$ cat config.mk
export PLATFORM = sky130hd
export DESIGN_NAME = sentence_checksum_framer_flat
export DESIGN_NICKNAME = d
export VERILOG_FILES = /design/src/design/scf_pkg.sv /design/src/design/scf_channels.sv /design/src/design/sentence_checksum_framer.sv /design/src/flat_wrapper.sv
export SDC_FILE = /design/constraint.sdc
export NUM_CORES = 1
export LEC_CHECK = 0
export BUFFER_PORTS_ARGS = -buffer_cell sky130_fd_sc_hd__buf_2
export CAP_MARGIN = 20
export CORE_MARGIN = 1
export CORE_UTILIZATION = 40
export CTS_BUF_LIST = sky130_fd_sc_hd__clkbuf_8
export DETAILED_ROUTE_END_ITERATION = 8
export SLEW_MARGIN = 40
export SYNTH_ARGS = -nofsm -noshare
export SYNTH_HDL_FRONTEND = slang
export SYNTH_SLANG_ARGS = --single-unit
$ cat constraint.sdc
create_clock -name clock -period 11.1 [get_ports clock]
set_input_delay 1.665 -clock clock [delete_from_list [all_inputs] [get_ports clock]]
set_output_delay 1.665 -clock clock [all_outputs]
set_load 0.01 [all_outputs]
$ cat src/design/scf_pkg.sv
// Shared constants, types and helpers of the sentence checksum framer.
// Used by the channel interfaces, the top level and its checker; no dependencies.
`default_nettype none

package scf_pkg;

   localparam int unsigned DEFAULT_LENGTH_LIMIT = 4095;

   localparam int unsigned TAG_WIDTH = 48;
   localparam int unsigned LEN_WIDTH = 12;
   localparam int unsigned PREFIX_BYTES = 6;

   localparam logic [TAG_WIDTH-1:0] NAV_TAG_RESET = 48'h2447_5046_5044;
   localparam logic [TAG_WIDTH-1:0] IMU_TAG_RESET = 48'h2447_544D_5455;

   localparam logic [LEN_WIDTH-1:0] LEN_MAX = '1;

   localparam logic [7:0] CH_CR     = 8'h0D;
   localparam logic [7:0] CH_LF     = 8'h0A;
   localparam logic [7:0] CH_DOLLAR = 8'h24;
   localparam logic [7:0] CH_STAR   = 8'h2A;

   localparam logic [0:0] REG_NAV_TAG = 1'b0;
   localparam logic [0:0] REG_IMU_TAG = 1'b1;

   localparam logic [1:0] TYPE_OTHER = 2'd0;
   localparam logic [1:0] TYPE_NAV   = 2'd1;
   localparam logic [1:0] TYPE_IMU   = 2'd2;

   typedef struct packed {
      logic       ok;
      logic [3:0] value;
   } hex_digit_type;

   function automatic hex_digit_type hex_decode(input logic [7:0] b);
      hex_digit_type d;
      d.ok    = 1'b1;
      d.value = 4'd0;
      if (b >= 8'h30 && b <= 8'h39) begin
         d.value = 4'(b - 8'h30);
      end else if (b >= 8'h41 && b <= 8'h46) begin
         d.value = 4'(b - 8'h37);
      end else if (b >= 8'h61 && b <= 8'h66) begin
         d.value = 4'(b - 8'h57);
      end else begin
         d.ok = 1'b0;
      end
      return d;
   endfunction

endpackage

`default_nettype wire

$ cat src/design/scf_channels.sv
// Valid/ready channel interfaces of the sentence checksum framer.
// Depends on scf_pkg for the field widths.
`default_nettype none

interface scf_req_if;
   logic       valid;
   logic       ready;
   logic [7:0] data_byte;

   modport source (output valid, output data_byte, input ready);
   modport sink (input valid, input data_byte, output ready);
endinterface

interface scf_rsp_if;
   logic                           valid;
   logic                           ready;
   logic                           line_valid;
   logic [1:0]                     sentence_type;
   logic [7:0]                     computed_sum;
   logic [7:0]                     received_sum;
   logic [scf_pkg::LEN_WIDTH-1:0]  line_length;
   logic                           length_overflow;

   modport source (output valid, output line_valid, output sentence_type,
                   output computed_sum, output received_sum, output line_length,
                   output length_overflow, input ready);
   modport sink (input valid, input line_valid, input sentence_type,
                 input computed_sum, input received_sum, input line_length,
                 input length_overflow, output ready);
endinterface

interface scf_csr_if;
   logic                           valid;
   logic                           ready;
   logic [0:0]                     reg_index;
   logic [scf_pkg::TAG_WIDTH-1:0]  write_data;

   modport source (output valid, output reg_index, output write_data, input ready);
   modport sink (input valid, input reg_index, input write_data, output ready);
endinterface

`default_nettype wire

$ cat src/design/sentence_checksum_framer.sv
// Sentence checksum framer: splits a byte stream into CR LF lines and checks each line.
// The LF byte is held in the input register; the result registers load when it advances.
// Throughput: one byte request per cycle; a stalled result stalls intake behind one buffered byte.
// Reset (synchronous, active high) clears the line state and restores both tag registers.
// Depends on scf_pkg and the channel interfaces in scf_channels.sv.
`default_nettype none

module sentence_checksum_framer #(
   parameter int unsigned LENGTH_LIMIT = scf_pkg::DEFAULT_LENGTH_LIMIT
) (
   input  wire        clock,
   input  wire        reset,
   scf_req_if.sink    req_chan,
   scf_rsp_if.source  rsp_chan,
   scf_csr_if.sink    csr_chan
);

   localparam int unsigned CW = $clog2(LENGTH_LIMIT + 1);

   localparam logic [2:0] PH_START = 3'd0;
   localparam logic [2:0] PH_SUM   = 3'd1;
   localparam logic [2:0] PH_DIG1  = 3'd2;
   localparam logic [2:0] PH_DIG2  = 3'd3;
   localparam logic [2:0] PH_DONE  = 3'd4;
   localparam logic [2:0] PH_SKIP  = 3'd5;

   typedef struct packed {
      logic [2:0]                      phase;
      logic [7:0]                      xor_sum;
      logic [7:0]                      digits;
      logic [scf_pkg::TAG_WIDTH-1:0]   prefix;
      logic [CW-1:0]                   count;
      logic                            hex1;
      logic                            over;
   } line_state_type;

   localparam line_state_type LINE_CLEAR = '{
      phase: PH_START, xor_sum: 8'd0, digits: 8'd0, prefix: '0,
      count: '0, hex1: 1'b0, over: 1'b0};

   function automatic line_state_type take_byte(input line_state_type s,
                                                input logic [7:0] b);
      line_state_type       n;
      scf_pkg::hex_digit_type d;
      n = s;
      d = scf_pkg::hex_decode(b);
      if (s.count < CW'(scf_pkg::PREFIX_BYTES)) begin
         n.prefix = {s.prefix[scf_pkg::TAG_WIDTH-9:0], b};
      end
      if (s.count >= CW'(LENGTH_LIMIT)) begin
         n.over = 1'b1;
      end else begin
         n.count = s.count + CW'(1);
      end
      unique case (s.phase)
         PH_START: begin
            n.phase = (b == scf_pkg::CH_DOLLAR) ? PH_SUM : PH_SKIP;
         end
         PH_SUM: begin
            if (b == scf_pkg::CH_STAR) begin
               n.phase = PH_DIG1;
            end else begin
               n.xor_sum = s.xor_sum ^ b;
            end
         end
         PH_DIG1: begin
            if (d.ok) begin
               n.digits = {4'd0, d.value};
               n.hex1   = 1'b1;
               n.phase  = PH_DIG2;
            end else begin
               n.phase = PH_DONE;
            end
         end
         PH_DIG2: begin
            if (d.ok) begin
               n.digits = {s.digits[3:0], d.value};
            end
            n.phase = PH_DONE;
         end
         default: begin
            n.phase = s.phase;
         end
      endcase
      return n;
   endfunction

   logic [scf_pkg::TAG_WIDTH-1:0] nav_tag_ff, nav_tag_in;
   logic [scf_pkg::TAG_WIDTH-1:0] imu_tag_ff, imu_tag_in;

   logic       in_valid_ff, in_valid_in;
   logic [7:0] in_byte_ff, in_byte_in;

   line_state_type line_ff, line_in;
   logic           cr_ff, cr_in;

   logic                           rsp_valid_ff, rsp_valid_in;
   logic                           line_valid_ff, line_valid_in;
   logic [1:0]                     type_ff, type_in;
   logic [7:0]                     computed_ff, computed_in;
   logic [7:0]                     received_ff, received_in;
   logic [scf_pkg::LEN_WIDTH-1:0]  length_ff, length_in;
   logic                           overflow_ff, overflow_in;

   logic           advance;
   logic           emit;
   line_state_type after_cr;
   line_state_type after_byte;

   assign advance = in_valid_ff && (!rsp_valid_ff || rsp_chan.ready);
   assign emit    = advance && cr_ff && (in_byte_ff == scf_pkg::CH_LF);

   assign req_chan.ready = !in_valid_ff || advance;
   assign csr_chan.ready = 1'b1;

   always_comb begin
      nav_tag_in = nav_tag_ff;
      imu_tag_in = imu_tag_ff;
      if (csr_chan.valid) begin
         unique case (csr_chan.reg_index)
            scf_pkg::REG_NAV_TAG: nav_tag_in = csr_chan.write_data;
            scf_pkg::REG_IMU_TAG: imu_tag_in = csr_chan.write_data;
            default: begin
               nav_tag_in = nav_tag_ff;
            end
         endcase
      end
   end

   always_comb begin
      in_valid_in = in_valid_ff;
      in_byte_in  = in_byte_ff;
      if (req_chan.ready) begin
         in_valid_in = req_chan.valid;
         in_byte_in  = req_chan.data_byte;
      end
   end

   // A pending CR that is not followed by LF is line content ahead of this byte.
   always_comb begin
      after_cr   = cr_ff ? take_byte(line_ff, scf_pkg::CH_CR) : line_ff;
      after_byte = (in_byte_ff == scf_pkg::CH_CR) ? after_cr : take_byte(after_cr, in_byte_ff);
      line_in    = line_ff;
      cr_in      = cr_ff;
      if (emit) begin
         line_in = LINE_CLEAR;
         cr_in   = 1'b0;
      end else if (advance) begin
         line_in = after_byte;
         cr_in   = (in_byte_ff == scf_pkg::CH_CR);
      end
   end

   always_comb begin
      line_valid_in = (line_ff.phase == PH_DONE) && line_ff.hex1 &&
                      (line_ff.xor_sum == line_ff.digits);
      type_in = scf_pkg::TYPE_OTHER;
      if (line_ff.count >= CW'(scf_pkg::PREFIX_BYTES)) begin
         if (line_ff.prefix == nav_tag_ff) begin
            type_in = scf_pkg::TYPE_NAV;
         end else if (line_ff.prefix == imu_tag_ff) begin
            type_in = scf_pkg::TYPE_IMU;
         end
      end
      computed_in = line_ff.xor_sum;
      received_in = line_ff.digits;
      if (32'(line_ff.count) > 32'(scf_pkg::LEN_MAX)) begin
         length_in = scf_pkg::LEN_MAX;
      end else begin
         length_in = scf_pkg::LEN_WIDTH'(line_ff.count);
      end
      overflow_in = line_ff.over;
   end

   always_comb begin
      rsp_valid_in = rsp_valid_ff;
      if (emit) begin
         rsp_valid_in = 1'b1;
      end else if (rsp_chan.ready) begin
         rsp_valid_in = 1'b0;
      end
   end

   always_ff @(posedge clock) begin
      if (reset) begin
         nav_tag_ff   <= scf_pkg::NAV_TAG_RESET;
         imu_tag_ff   <= scf_pkg::IMU_TAG_RESET;
         in_valid_ff  <= 1'b0;
         line_ff      <= LINE_CLEAR;
         cr_ff        <= 1'b0;
         rsp_valid_ff <= 1'b0;
      end else begin
         nav_tag_ff   <= nav_tag_in;
         imu_tag_ff   <= imu_tag_in;
         in_valid_ff  <= in_valid_in;
         line_ff      <= line_in;
         cr_ff        <= cr_in;
         rsp_valid_ff <= rsp_valid_in;
      end
   end

   always_ff @(posedge clock) begin
      in_byte_ff <= in_byte_in;
      if (emit) begin
         line_valid_ff <= line_valid_in;
         type_ff       <= type_in;
         computed_ff   <= computed_in;
         received_ff   <= received_in;
         length_ff     <= length_in;
         overflow_ff   <= overflow_in;
      end
   end

   assign rsp_chan.valid           = rsp_valid_ff;
   assign rsp_chan.line_valid      = line_valid_ff;
   assign rsp_chan.sentence_type   = type_ff;
   assign rsp_chan.computed_sum    = computed_ff;
   assign rsp_chan.received_sum    = received_ff;
   assign rsp_chan.line_length     = length_ff;
   assign rsp_chan.length_overflow = overflow_ff;

endmodule

`default_nettype wire

$ cat src/flat_wrapper.sv
// flat-port wrapper written by rule: the top's interface ports become plain ports
module sentence_checksum_framer_flat 
#(
   parameter int unsigned LENGTH_LIMIT = scf_pkg::DEFAULT_LENGTH_LIMIT
)
  (clock, reset, req_chan_valid, req_chan_data_byte, req_chan_ready, rsp_chan_valid, rsp_chan_line_valid, rsp_chan_sentence_type, rsp_chan_computed_sum, rsp_chan_received_sum, rsp_chan_line_length, rsp_chan_length_overflow, rsp_chan_ready, csr_chan_valid, csr_chan_reg_index, csr_chan_write_data, csr_chan_ready);
  scf_req_if req_chan_i ();
  scf_rsp_if rsp_chan_i ();
  scf_csr_if csr_chan_i ();
  input  wire clock;
  input  wire reset;
  input wire logic [$bits(req_chan_i.valid)-1:0] req_chan_valid;
  input wire logic [$bits(req_chan_i.data_byte)-1:0] req_chan_data_byte;
  output wire logic [$bits(req_chan_i.ready)-1:0] req_chan_ready;
  output wire logic [$bits(rsp_chan_i.valid)-1:0] rsp_chan_valid;
  output wire logic [$bits(rsp_chan_i.line_valid)-1:0] rsp_chan_line_valid;
  output wire logic [$bits(rsp_chan_i.sentence_type)-1:0] rsp_chan_sentence_type;
  output wire logic [$bits(rsp_chan_i.computed_sum)-1:0] rsp_chan_computed_sum;
  output wire logic [$bits(rsp_chan_i.received_sum)-1:0] rsp_chan_received_sum;
  output wire logic [$bits(rsp_chan_i.line_length)-1:0] rsp_chan_line_length;
  output wire logic [$bits(rsp_chan_i.length_overflow)-1:0] rsp_chan_length_overflow;
  input wire logic [$bits(rsp_chan_i.ready)-1:0] rsp_chan_ready;
  input wire logic [$bits(csr_chan_i.valid)-1:0] csr_chan_valid;
  input wire logic [$bits(csr_chan_i.reg_index)-1:0] csr_chan_reg_index;
  input wire logic [$bits(csr_chan_i.write_data)-1:0] csr_chan_write_data;
  output wire logic [$bits(csr_chan_i.ready)-1:0] csr_chan_ready;
  assign req_chan_i.valid = req_chan_valid;
  assign req_chan_i.data_byte = req_chan_data_byte;
  assign req_chan_ready = req_chan_i.ready;
  assign rsp_chan_valid = rsp_chan_i.valid;
  assign rsp_chan_line_valid = rsp_chan_i.line_valid;
  assign rsp_chan_sentence_type = rsp_chan_i.sentence_type;
  assign rsp_chan_computed_sum = rsp_chan_i.computed_sum;
  assign rsp_chan_received_sum = rsp_chan_i.received_sum;
  assign rsp_chan_line_length = rsp_chan_i.line_length;
  assign rsp_chan_length_overflow = rsp_chan_i.length_overflow;
  assign rsp_chan_i.ready = rsp_chan_ready;
  assign csr_chan_i.valid = csr_chan_valid;
  assign csr_chan_i.reg_index = csr_chan_reg_index;
  assign csr_chan_i.write_data = csr_chan_write_data;
  assign csr_chan_ready = csr_chan_i.ready;
  sentence_checksum_framer #(.LENGTH_LIMIT(LENGTH_LIMIT)) u_core (.clock(clock), .reset(reset), .req_chan(req_chan_i), .rsp_chan(rsp_chan_i), .csr_chan(csr_chan_i));
endmodule
==> metrics.md, run 1 <==
| Metric | Value |
|---|---|
| Unrepaired setup endpoints after global routing | `no` |
| Worst Path Class, Setup | `input port to output pin` |
| Crit path capture type | `output pin` |
| EDFF count, synth | `40` |
| Cells after Synth | `1166` |
| Floorplan Core Area | `0.0251 sq mm` |
| TritonCTS clock tree | `yes` |
| Die footprint | `0.0261 sq mm` |
| Share of total power in sequential cells | `0.510` |
| Number of vias after detailed routing | `8476` |
| Clock root cell | `sky130_fd_sc_hd__clkbuf_8` |
| Leakage power total | `0.00454 uW` |
| Utilization of the core after routing | `0.461` |
| Hold Violations, Final | `0` |
| Number of hold buffers added after cts | `0` |
| Leading cell type in the layout, fill and taps excluded | `sky130_fd_sc_hd__nand2_1` |
| Number of violations of the max-capacitance limit | `0` |
| Power dissipated by switching net loads | `474 uW` |
| Routed wire length | `27.8 mm` |
| Path class of the lowest-slack min-delay path | `flop to flop` |
| Highest attainable clock frequency | `0.240 GHz` |
| Combinational power share | `0.096` |
| Number of port buffers | `95` |
| Worst endpoint required time | `9.44 ns` |
| Via count normalized by instance count | `5.32` |
| Boundary Pins | `97` |
| Wire length of the first global-routing pass | `43.6 mm` |
| Cell internal power dissipation | `1280 uW` |
| Clock Power Share | `0.393` |
| GRT Residual Overflow | `0` |
| Commonest register cell after synthesis | `sky130_fd_sc_hd__dfxtp_1` |
| Cell Pwr Density | `152 mW/mm^2` |
| Share of cells above drive strength 1 | `0.139` |
| # Post-CTS Setup Buffers | `0` |
| Count of pins over their slew limit | `0` |
| HPWL after detailed placement | `18.8 mm` |
| Placer's final routability congestion estimate | `0.909` |
| Number of warnings issued by yosys | `0` |
| Clock insertion delay at the later pin of the skew report | `0.53 ns` |
| Number of global-route vias before repair | `8042` |
| Setup TNS | `0 ns` |
| Worst supply voltage drop on vdd | `0.0839 mV` |
| Total Power Consumption | `1750 uW` |
| Rows | `58` |
| Category of the worst setup path launch point | `input port` |
| Remaining number of nets flagged by the antenna check after routing | `0` |
| Final net count | `1308` |
| Number of distinct library cells after synthesis | `70` |
| Switching part of the total | `0.270` |
| Overall die width | `162 microns` |
| Gr usage total | `0.211` |
| Average footprint of a synthesized cell | `8.75 sq um` |
| Number of antenna violations at the first check in global routing | `0` |
| Effective utilization at floorplan | `0.406` |
| Time the final worst path needs with I/O delays and setup | `4.17 ns` |
| Mapped cell area | `0.0102 sq mm` |
| Max-slew headroom | `0.416` |
| CP max FO | `9` |
| Average detailed-routed wire length per instance | `17.4 microns` |
| Relative area change from synthesis to final layout | `13.5%` |
| Share of synthesized registers carrying an async set or reset | `0` |
| Ant. Diodes | `0` |
| First DRT Iteration DRCs | `524` |
| Number of clock sinks | `220` |
| Synthesized flop and latch total | `220` |
| Top library cells by usage in the layout, fill and taps aside | `239 x sky130_fd_sc_hd__nand2_1, 180 x sky130_fd_sc_hd__dfxtp_1, 119 x sky130_fd_sc_hd__nor2_1` |
| Die outline height | `162 microns` |
| Pin count of the biggest net entering global routing | `102` |
| Synthesized Nets | `1235` |
| Number of H-tree levels | `2` |
| Worst endpoint data arrival time | `2.50 ns` |
| Resized Gates After CTS | `0` |
| 1st-pass router iterations | `5` |
| Final setup violation count | `0` |
| Maximum clock path buffer count | `3` |
| Clk pin slew, worst setup/hold paths | `0.06 ns` |
| Post-route clock skew | `0.0196 ns` |
| Residual DRC | `0` |
| Result of the run | `complete, no violations` |
| Total CTS buffers | `40` |
| Part of the cycle the worst path needs | `0.376` |
| Share of synthesized area occupied by flip-flops and latches | `0.471` |
| Transition time at the pin with the least slew margin | `0.867 ns` |
## power groups by stage
stage          clock network [uW]  registers [uW]  logic, uW
6_report                      690             895        169
5_1_grt                       744             899        187
4_1_cts                       706             894        170
3_5_place_dp                    0             911        169
3_3_place_gp                    0             911        166
2_1_floorplan                   0             892        124
## cell families (layout without fill, tap and decap cells)
logic type               count (synthesis)  in the layout  share of synthesized area
adder cells (fa/ha/maj)                  7              7                    0.00858
other                                    1              1                   0.000368
flip-flops                             220            220                      0.471
AND/OR/NAND/NOR                        530            530                      0.242
AO/OA/AOI/OAI                          191            191                      0.123
multiplexers                            13             13                     0.0141
buffers and inverters                   83            180                     0.0373
XOR/XNOR                               121            121                      0.104
## final timing paths
kind                                                        from                                         to  slack [ns]  depth (start not counted)
worst max-delay path                              rsp_chan_ready                             req_chan_ready        6.93                          4
worst min-delay path             u_core.overflow_in$_SDFFE_PP0P_  u_core.rsp_chan.length_overflow$_DFFE_PP_        0.44                          0
worst max register to register  u_core.length_in[0]$_SDFFE_PP0P_           u_core.length_in[9]$_SDFFE_PP0P_        7.69                         10
worst min register to register   u_core.overflow_in$_SDFFE_PP0P_  u_core.rsp_chan.length_overflow$_DFFE_PP_        0.44                          0
## layer usage
layer  track usage  share of wire
met5             0              0
met4        0.0738          0.029
met3        0.0324          0.052
met2         0.342           0.46
met1         0.285           0.46
## critical path, stage by stage
cell and delay [ns]:
sky130_fd_sc_hd__buf_2 0.10, sky130_fd_sc_hd__nor2b_1 0.17, sky130_fd_sc_hd__nand2_1 0.31, sky130_fd_sc_hd__buf_2 0.25
## state kept, by name, indices dropped and copies added, names as in the netlist
register / cells
u_core.line_ff: 52
u_core.imu_tag_ff: 48
u_core.nav_tag_ff: 48
u_core.length_in: 12
u_core.rsp_chan.line_length: 12
u_core.computed_in: 8
u_core.in_byte_ff: 8
u_core.received_in: 8
u_core.rsp_chan.computed_sum: 8
u_core.rsp_chan.received_sum: 8
u_core.rsp_chan.sentence_type: 2
u_core.cr_ff: 1
u_core.in_valid_ff: 1
u_core.overflow_in: 1
u_core.rsp_chan.length_overflow: 1
u_core.rsp_chan.line_valid: 1
u_core.rsp_chan.valid: 1
## layout make-up
cell class                 instances  area (sq um)
timing repair buffer             106           577
clock inverter                    22          96.3
tap                              330           413
multi-input combinational        863          5050
sequential                       220          4800
fill                            2567         13500
inverter                           8          30.0
clock buffer                      44           606
## Yosys cell counts, drive strengths merged, types with 2 or more instances
cell type / count / area, sq um
a211oi: 5 / 37.5
a21o: 2 / 15.0
a21oi: 87 / 439
a22oi: 2 / 15.0
a31oi: 5 / 31.3
and2: 10 / 62.6
and3: 13 / 81.3
and4: 3 / 28.8
buf: 25 / 160
clkbuf: 50 / 190
dfxtp: 180 / 3600
edfxtp: 40 / 1200
ha: 7 / 87.6
inv: 8 / 30.0
mux2i: 12 / 133
nand2: 241 / 907
nand2b: 2 / 12.5
nand3: 22 / 115
nand3b: 36 / 270
nand4: 25 / 163
nor2: 120 / 450
nor2b: 5 / 31.3
nor3: 14 / 70.1
nor3b: 3 / 22.5
nor4: 24 / 163
o211ai: 2 / 15.0
o21a: 5 / 37.5
o21ai: 19 / 95.1
o21bai: 2 / 15.0
o221a: 6 / 67.6
o221ai: 32 / 280
o22ai: 7 / 43.8
o311ai: 3 / 26.3
o31ai: 5 / 51.3
or2: 2 / 12.5
or3: 5 / 31.3
xnor2: 45 / 394
xor2: 76 / 666
## metrics by stage
step | hold WS, ns | area, sq um | setup slack (ns) | cells
5_1_grt | 0.458 | 11600 | 6.84 | 1593
6_report | 0.445 | 11600 | 6.93 | 1593
4_1_cts | 0.440 | 11600 | 6.90 | 1593
2_1_floorplan | 0.403 | 10200 | 4.15 | 1166
3_3_place_gp | 0.423 | 10800 | 6.77 | 1525
3_5_place_dp | 0.426 | 10900 | 6.90 | 1527
(Power assumes the default switching activity.)
==> run 2: changes to the inputs <==
Clock period 11.1 ns to 3.6 ns, I/O delays scaled along.
==> metrics.md, run 2 (synthesized netlist as in run 1, its figures left out) <==
| Metric | Value |
|---|---|
| Cell Pwr Density | `461 mW/mm^2` |
| Final Instance Count excl. Fillers | `1601` |
| Number of port buffers | `95` |
| Path class of the lowest-slack min-delay path | `input port to flop` |
| Remaining number of nets flagged by the antenna check after routing | `0` |
| Average detailed-routed wire length per instance | `17.3 microns` |
| Clock Power Share | `0.388` |
| Resized Gates After CTS | `0` |
| Number of global-route vias before repair | `8097` |
| Final setup violation count | `0` |
| Clk pin slew, worst setup/hold paths | `0.06 ns` |
| Routed wire length | `27.6 mm` |
| Clock insertion delay at the later pin of the skew report | `0.54 ns` |
| Time the final worst path needs with I/O delays and setup | `3.17 ns` |
| TritonCTS clock tree | `yes` |
| Placer's final routability congestion estimate | `0.891` |
| Highest attainable clock frequency | `0.316 GHz` |
| Floorplan Core Area | `0.0251 sq mm` |
| Worst endpoint required time | `4.00 ns` |
| Number of clock sinks | `220` |
| Final net count | `1316` |
| Cell internal power dissipation | `3920 uW` |
| Filler Cells Inserted | `2515` |
| Pin count of the biggest net entering global routing | `100` |
| Number of hold buffers added after cts | `0` |
| Path depth of the worst reg2reg path | `10` |
| Number of flip-flops under the largest register name | `52` |
| Share of cells above drive strength 1 | `0.142` |
| Effective utilization at floorplan | `0.406` |
| 1st-pass router iterations | `6` |
| Boundary Pins | `97` |
| Hold-critical path depth | `1` |
| GRT Residual Overflow | `0` |
| Power dissipated by switching net loads | `1440 uW` |
| Switching part of the total | `0.268` |
| Number of antenna violations at the first check in global routing | `0` |
| Leading cell type in the layout, fill and taps excluded | `sky130_fd_sc_hd__nand2_1` |
| Number of violations of the max-capacitance limit | `0` |
| Total CTS buffers | `39` |
| Category of the worst setup path launch point | `flop` |
| Hold Violations, Final | `0` |
| Die footprint | `0.0261 sq mm` |
| Part of the cycle the worst path needs | `0.880` |
| Reg with most FFs | `u_core.line_ff` |
| Placed Cells | `1536` |
| Overall die width | `162 microns` |
| Combinational power share | `0.099` |
| Via count normalized by instance count | `5.31` |
| Wire length of the first global-routing pass | `44.0 mm` |
| Leakage power total | `0.00458 uW` |
| Worst Path Class, Setup | `flop to flop` |
| Result of the run | `complete, no violations` |
| Number of H-tree levels | `2` |
| Share of total power in sequential cells | `0.514` |
| Setup TNS | `0 ns` |
| Relative area change from synthesis to final layout | `14.0%` |
| Crit path capture type | `flop` |
| # Post-CTS Setup Buffers | `0` |
| Die outline height | `162 microns` |
| Count of pins over their slew limit | `0` |
| Top library cells by usage in the layout, fill and taps aside | `240 x sky130_fd_sc_hd__nand2_1, 180 x sky130_fd_sc_hd__dfxtp_1, 119 x sky130_fd_sc_hd__nor2_1` |
| CP max FO | `11` |
| Ant. Diodes | `0` |
| Number of vias after detailed routing | `8498` |
| Maximum clock path buffer count | `3` |
| Gr usage total | `0.213` |
| Post-route clock skew | `0.0200 ns` |
| Rows | `58` |
| Transition time at the pin with the least slew margin | `0.789 ns` |
| Unrepaired setup endpoints after global routing | `no` |
| Worst endpoint data arrival time | `3.56 ns` |
| HPWL after detailed placement | `18.7 mm` |
| Clock root cell | `sky130_fd_sc_hd__clkbuf_8` |
| Worst supply voltage drop on vdd | `0.314 mV` |
| First DRT Iteration DRCs | `491` |
| Max-slew headroom | `0.469` |
| Residual DRC | `0` |
| Biggest regs | `u_core.line_ff x52, u_core.imu_tag_ff x48, u_core.nav_tag_ff x48` |
==> run 2: cell types whose count changed in the layout (fill, tap and decap cells not counted), sizes merged <==
| cell | change |
|---|---|
| buf | +9 |
| inv | +3 |
| clkbuf | -1 |
| clkinv | -3 |
==> run 2: final timing paths <==
| kind | start | endpoint | slack [ns] |
|---|---|---|---|
| max | u_core.length_in[1]$_SDFFE_PP0P_ | u_core.length_in[9]$_SDFFE_PP0P_ | 0.43 |
| min | req_chan_data_byte[1] | u_core.in_byte_ff[1]$_DFFE_PP_ | 0.19 |
| max reg2reg | u_core.length_in[1]$_SDFFE_PP0P_ | u_core.length_in[9]$_SDFFE_PP0P_ | 0.43 |
| min reg2reg | u_core.overflow_in$_SDFFE_PP0P_ | u_core.rsp_chan.length_overflow$_DFFE_PP_ | 0.44 |
==> run 2: power groups by stage <==
stage	sequential (uW)	combinational, uW	clock [uW]
after CTS	2750	533	2130
after global routing	2770	589	2240
final	2750	530	2080
after detailed placement	2800	529	0
after global placement	2800	524	0
after floorplan	2750	384	0
==> run 2: layer usage <==
metal  GRT usage  vias up  share of wire
met5           0        -              0
met4      0.0592        0          0.019
met3      0.0319       41          0.047
met2       0.357      219           0.48
met1       0.284     4033           0.46
li1            -     4205              -
==> run 2: cell type report <==
| class | instances | area [sq um] | share of cell area |
|---|---|---|---|
| timing repair buffer | 115 | 654 | 0.0563 |
| inverter | 8 | 30.0 | 0.00258 |
| clock buffer | 43 | 592 | 0.0509 |
| tap | 330 | 413 | 0.0355 |
| clock inverter | 22 | 91.3 | 0.00785 |
| sequential | 220 | 4800 | 0.413 |
| multi-input combinational | 863 | 5050 | 0.434 |
==> run 2: worst max-delay path, cell delays in order, from the launching register on <==
cell and delay [ns]:
sky130_fd_sc_hd__dfxtp_1 0.52, sky130_fd_sc_hd__ha_1 0.27, sky130_fd_sc_hd__nand4_1 0.18, sky130_fd_sc_hd__o31ai_4 0.31, sky130_fd_sc_hd__mux2i_1 0.36, sky130_fd_sc_hd__ha_1 0.26
sky130_fd_sc_hd__and3_1 0.18, sky130_fd_sc_hd__nand4_1 0.38, sky130_fd_sc_hd__nor3b_1 0.30, sky130_fd_sc_hd__mux2i_1 0.17, sky130_fd_sc_hd__o31ai_1 0.08
==> run 2: per-stage QoR <==
stage	utilization	hold WS [ns]	setup WS (ns)	instance area, sq um	total power, uW
after global routing	0.463	0.170	0.188	11600	5590
after detailed placement	0.436	0.429	0.519	10900	3330
after CTS	0.463	0.158	0.475	11600	5420
after global placement	0.436	0.423	0.520	10900	3330
final	0.463	0.186	0.433	11600	5360
after floorplan	-	0.403	0.341	10200	3130
